[src/hdl/ppm_frame_slot_sequencer_defines.svh]
// ---------------------------------------------------------------------------
// PPM frame slot sequencer: assertion macros
// Shared helpers for the concurrent checks of the sequencer.
// ---------------------------------------------------------------------------
`ifndef PPM_FRAME_SLOT_SEQUENCER_DEFINES_SVH
`define PPM_FRAME_SLOT_SEQUENCER_DEFINES_SVH

// same-cycle implication, disabled during reset
`define PFSS_ASSERT_NOW(label, clk, rst, ante, cons) \
   label: assert property (@(posedge clk) disable iff (rst) (ante) |-> (cons)) \
      else $error("pfss check failed");

// next-cycle implication, disabled during reset
`define PFSS_ASSERT_NEXT(label, clk, rst, ante, cons) \
   label: assert property (@(posedge clk) disable iff (rst) (ante) |=> (cons)) \
      else $error("pfss check failed");

`endif

[src/hdl/pfss_pkg.sv]
// ---------------------------------------------------------------------------
// PPM frame slot sequencer package
// Payload types, control struct and fixed codes.
// ---------------------------------------------------------------------------
package pfss_pkg;

   localparam int LEN_W = 16;

   // func codes
   localparam logic FUNC_PERIOD_END   = 1'b0;
   localparam logic FUNC_WRITE_LENGTH = 1'b1;

   // register indexes
   localparam logic CSR_FRAME_LENGTH     = 1'b0;
   localparam logic CSR_SEPARATOR_LENGTH = 1'b1;

   localparam logic [LEN_W-1:0] FRAME_LENGTH_RESET     = 16'd45000;
   localparam logic [LEN_W-1:0] SEPARATOR_LENGTH_RESET = 16'd600;

   typedef struct packed {
      logic             func;
      logic [2:0]       channel_index;
      logic [LEN_W-1:0] channel_length;
   } req_payload_type;

   typedef struct packed {
      logic [LEN_W-1:0] period_length;
      logic [LEN_W-1:0] pulse_compare;
      logic [3:0]       slot_number;
      logic             is_sync;
   } rsp_payload_type;

   typedef struct packed {
      logic             reg_index;
      logic [LEN_W-1:0] reg_data;
   } csr_payload_type;

   typedef struct packed {
      logic write;   // store one pending length
      logic copy;    // pending bank into active bank
   } bank_ctrl_type;

endpackage

[src/hdl/pfss_length_bank.sv]
// ---------------------------------------------------------------------------
// PPM length banks
// Pending bank written per channel, active bank loaded at frame end.
// ---------------------------------------------------------------------------
module pfss_length_bank #(
   parameter int CHANNELS = 8,
   parameter int IW       = 3
) (
   input  logic                    clock,
   input  logic                    reset,
   input  pfss_pkg::bank_ctrl_type ctrl,
   input  logic [IW-1:0]           wr_index,
   input  logic [15:0]             wr_data,
   input  logic [IW-1:0]           rd_index,
   output logic [15:0]             rd_data
);
   import pfss_pkg::*;

   logic [LEN_W-1:0] pending_ff [CHANNELS];
   logic [LEN_W-1:0] active_ff  [CHANNELS];

   always_ff @(posedge clock) begin
      if (reset) begin
         for (int i = 0; i < CHANNELS; i++) begin
            pending_ff[i] <= '0;
            active_ff[i]  <= '0;
         end
      end else begin
         if (ctrl.write) begin
            pending_ff[wr_index] <= wr_data;
         end
         if (ctrl.copy) begin
            active_ff <= pending_ff;
         end
      end
   end

   assign rd_data = active_ff[rd_index];

endmodule
[config.mk]
export PLATFORM = sky130hd
export DESIGN_NAME = pfss_length_bank
export DESIGN_NICKNAME = d
export VERILOG_FILES = /design/src/hdl/ppm_frame_slot_sequencer_defines.svh /design/src/hdl/pfss_pkg.sv /design/src/hdl/pfss_length_bank.sv
export SDC_FILE = /design/constraint.sdc
export NUM_CORES = 1
export LEC_CHECK = 0
export BUFFER_PORTS_ARGS = -buffer_cell sky130_fd_sc_hd__buf_4
export CORE_MARGIN = 8
export CORE_UTILIZATION = 61
export DETAILED_ROUTE_END_ITERATION = 12
export PLACE_DENSITY = 0.8
export RECOVER_POWER = 25
export SYNTH_ARGS = -nofsm -noshare
export SYNTH_HDL_FRONTEND = slang
export SYNTH_SLANG_ARGS = --single-unit
export TNS_END_PERCENT = 30
[constraint.sdc]
create_clock -name clock -period 2 [get_ports clock]
set_input_delay 0.3 -clock clock [delete_from_list [all_inputs] [get_ports clock]]
set_output_delay 0.3 -clock clock [all_outputs]
set_load 0.1 [all_outputs]
==> flow_metrics.py <==
metrics = {
    "synth": {
        "synth_seq_area_share_pct": 50.3,
        "synth_cell_type_count": 23,
        "ys_ff_latch": 256,
        "ys.flop_type": "dfxtp_1",
        "ys_async_sr_fraction_pct": 0,
        "synth_edf_count": 0,
        "synth_area_per_cell_um2": 9.63,
        "synthCells": 1058,
        "synth_nets": 1084,
        "synth_area_mm2": 0.0102,
        "yosys_warnings": 0,
    },
    "timing": {
        "slew_viol_final": 0,
        "period_share_pct": 106,
        "setup-violations-final": 16,
        "fin_worst_hold_slack_ps": 80.0,
        "setup_ws_ps": -114,
        "relSlewSlack_pct": 27.3,
        "hold_viol": 0,
        "fmax_ghz": 0.473,
        "post-route-min-period_ps": 2110,
        "clock_skew_ps": 10.2,
        "worst_pin_slew_ps": 1090,
        "rsz0062_at_grt": "true",
    },
    "critical_path": {
        "critPathMaxFanout": 2,
        "required_ps": 1700,
        "cp.arrival_ps": 1810,
        "crit_buf_inv": 1,
        "start_kind": "flop",
        "worstSetupPathType": "reg2out",
        "path_cells": "mux4_2 > mux2_4 > buf_12",
        "slowest_delay_ps": 490,
        "slowest_stage": "mux4_2",
        "path_delay_family": "multiplexers",
        "critPathCaptureType": "output port",
    },
    "grt": {
        "grt_max_degree": 62,
        "antenna_found_initial": 2,
        "overflow": 0,
        "grt_first_pass_wirelength_mm": 40.5,
        "track_usage_pct": 23.8,
        "grt_pass1_vias": 7220,
    },
    "status": {
        "failed_checks": "negative setup slack",
        "status": "finished with violations",
    },
    "cells_and_area": {
        "diodes": 0,
        "fill_cells": 1249,
        "synthToLayoutAreaGrowth_pct": 14.2,
        "final_cell_mix": "256 x nand2_1, 222 x dfxtp_1, 128 x a21oi_1, 128 x mux2i_1, 128 x nor2_1",
        "layout-drive-gt1-share_pct": 18.8,
        "final_common_cell": "nand2_1",
        "num-nets-final": 1097,
    },
    "power_and_ir_drop": {
        "power_frac_clock_pct": 43.8,
        "p_comb_share_pct": 6.4,
        "p_sw_mw": 2.38,
        "p_leak_nw": 4.57,
        "p_per_area_mw_per_mm2": 902,
        "internal_power_mw": 8.12,
        "p_seq_share_pct": 49.8,
        "peakVddDrop_mv": 0.688,
        "total_power_mw": 10.5,
        "power_switching_share_pct": 22.7,
    },
    "clocking": {
        "post-cts-setup-buffers": 0,
        "cts_tree": "built",
        "ctsHoldBuffers": 0,
        "clk_pin_slew_ps": 60,
        "clockBufferDepth": 3,
        "cts_root_buffer": "clkbuf_16",
        "cts_sinks": 256,
        "htree_levels": 1,
        "cts_buffers": 25,
        "clock_latency_ps": 510,
    },
    "detailed_routing": {
        "via_per_inst": 5.87,
        "wl_mm": 26.1,
        "drtPass1Iterations": 6,
        "drt_first_iter_violations": 801,
        "wl_per_cell_um": 20.0,
        "vias": 7672,
        "drc": 0,
        "ant_nets": 0,
    },
    "floorplanning": {
        "core_area_mm2": 0.0165,
        "pin_count": 42,
        "initial_core_util_pct": 61.9,
        "fp.dieH_um": 145,
        "rows": 47,
        "die_w_um": 145,
        "die_area_mm2": 0.0211,
    },
    "flow_run": {
        "maxCapViolCount": 0,
    },
    "placed_design": {
        "port_buffers": 41,
        "hpwl_mm": 16.5,
        "globalplace.congestion": 0.826,
    },
    "min_path": {
        "hold_class": "in2reg",
    },
}
[repair_timing]
item                                    CTS  global route
endpoints found under the setup margin   16            16
pin swaps                                 0             0
resized for setup                        81            39
[Yosys cell counts (8+ instances only)]
master,instances,area [um2]
buf_1,10,37.5
nor2_1,128,480
mux2i_1,128,1280
a21oi_1,128,641
dfxtp_1,256,5120
nand2_1,256,961
clkbuf_1,32,120
clkbuf_2,8,40.0
mux2_2,16,180
buf_2,26,130
mux4_1,27,709
buf_4,17,128
[per-stage QoR]
step	worst slack, ps	cell area (um2)	TNS, ps	std cells	utilization, %
detailed placement	-48.0	10700	-136	1264	64.9
floorplan	129	10200	0	1058	-
global placement	-14.1	10700	-14.1	1264	64.9
finish	-114	11600	-1380	1308	70.7
global route	-151	11600	-1910	1308	70.7
CTS	-125	11600	-1690	1308	70.7
[layer usage]
layer / wire length, um / vias up / share of wire (%) / track usage [%]
met4: 503 / 4 / 1.9 / 5.83
li1: - / 3558 / - / -
met2: 12400 / 323 / 48 / 38.7
met1: 11000 / 3744 / 42 / 31.8
met5: 27 / - / 0.10 / 0
met3: 2230 / 43 / 8.5 / 4.88
[flip-flops by register name, indices dropped and copies added, names as in the netlist]
name,count
active_ff,128
pending_ff,128
[area by class of cell]
cell class                      count  area (um2)  share of cell area [%]
Clock inverter                      5        55.1                   0.473
Multi-Input combinational cell    704        4500                    38.7
Sequential cell                   256        5170                    44.4
Clock buffer                       39         748                    6.43
Tap cell                          220         275                    2.37
Timing Repair Buffer               84         890                    7.65
[power groups by stage]
stage,clock (mW),combinational [mW],sequential [mW]
floorplan,0,0.474,5.32
global placement,0,0.643,5.33
detailed placement,0,0.656,5.33
CTS,4.65,0.676,5.22
global route,4.86,0.719,5.23
finish,4.60,0.677,5.23
[worst paths after layout]
check	slack, ps	cells past startpoint	start	endpoint
setup / recovery	-110	3	active_ff[34]	rd_data[2]
hold / removal	80	3	wr_data[13]	pending_ff[93]
setup reg to reg	1280	2	pending_ff[127]	active_ff[127]
hold reg to reg	450	2	pending_ff[4]	pending_ff[4]
[worst reg2reg max path, stage by stage, from the launching register on]
cell and delay, ps:
dfxtp_1 330, mux2i_1 180, nor2_1 60
[cell families after synthesis]
logic type	after synthesis	share of synthesized area [%]
multiplexers	176	22.4
AO/OA/AOI/OAI	128	6.29
flip-flops	256	50.3
AND/OR/NAND/NOR	400	15.9
buffers and inverters	98	5.10
Note: power is estimated with default switching activity, not from simulation.
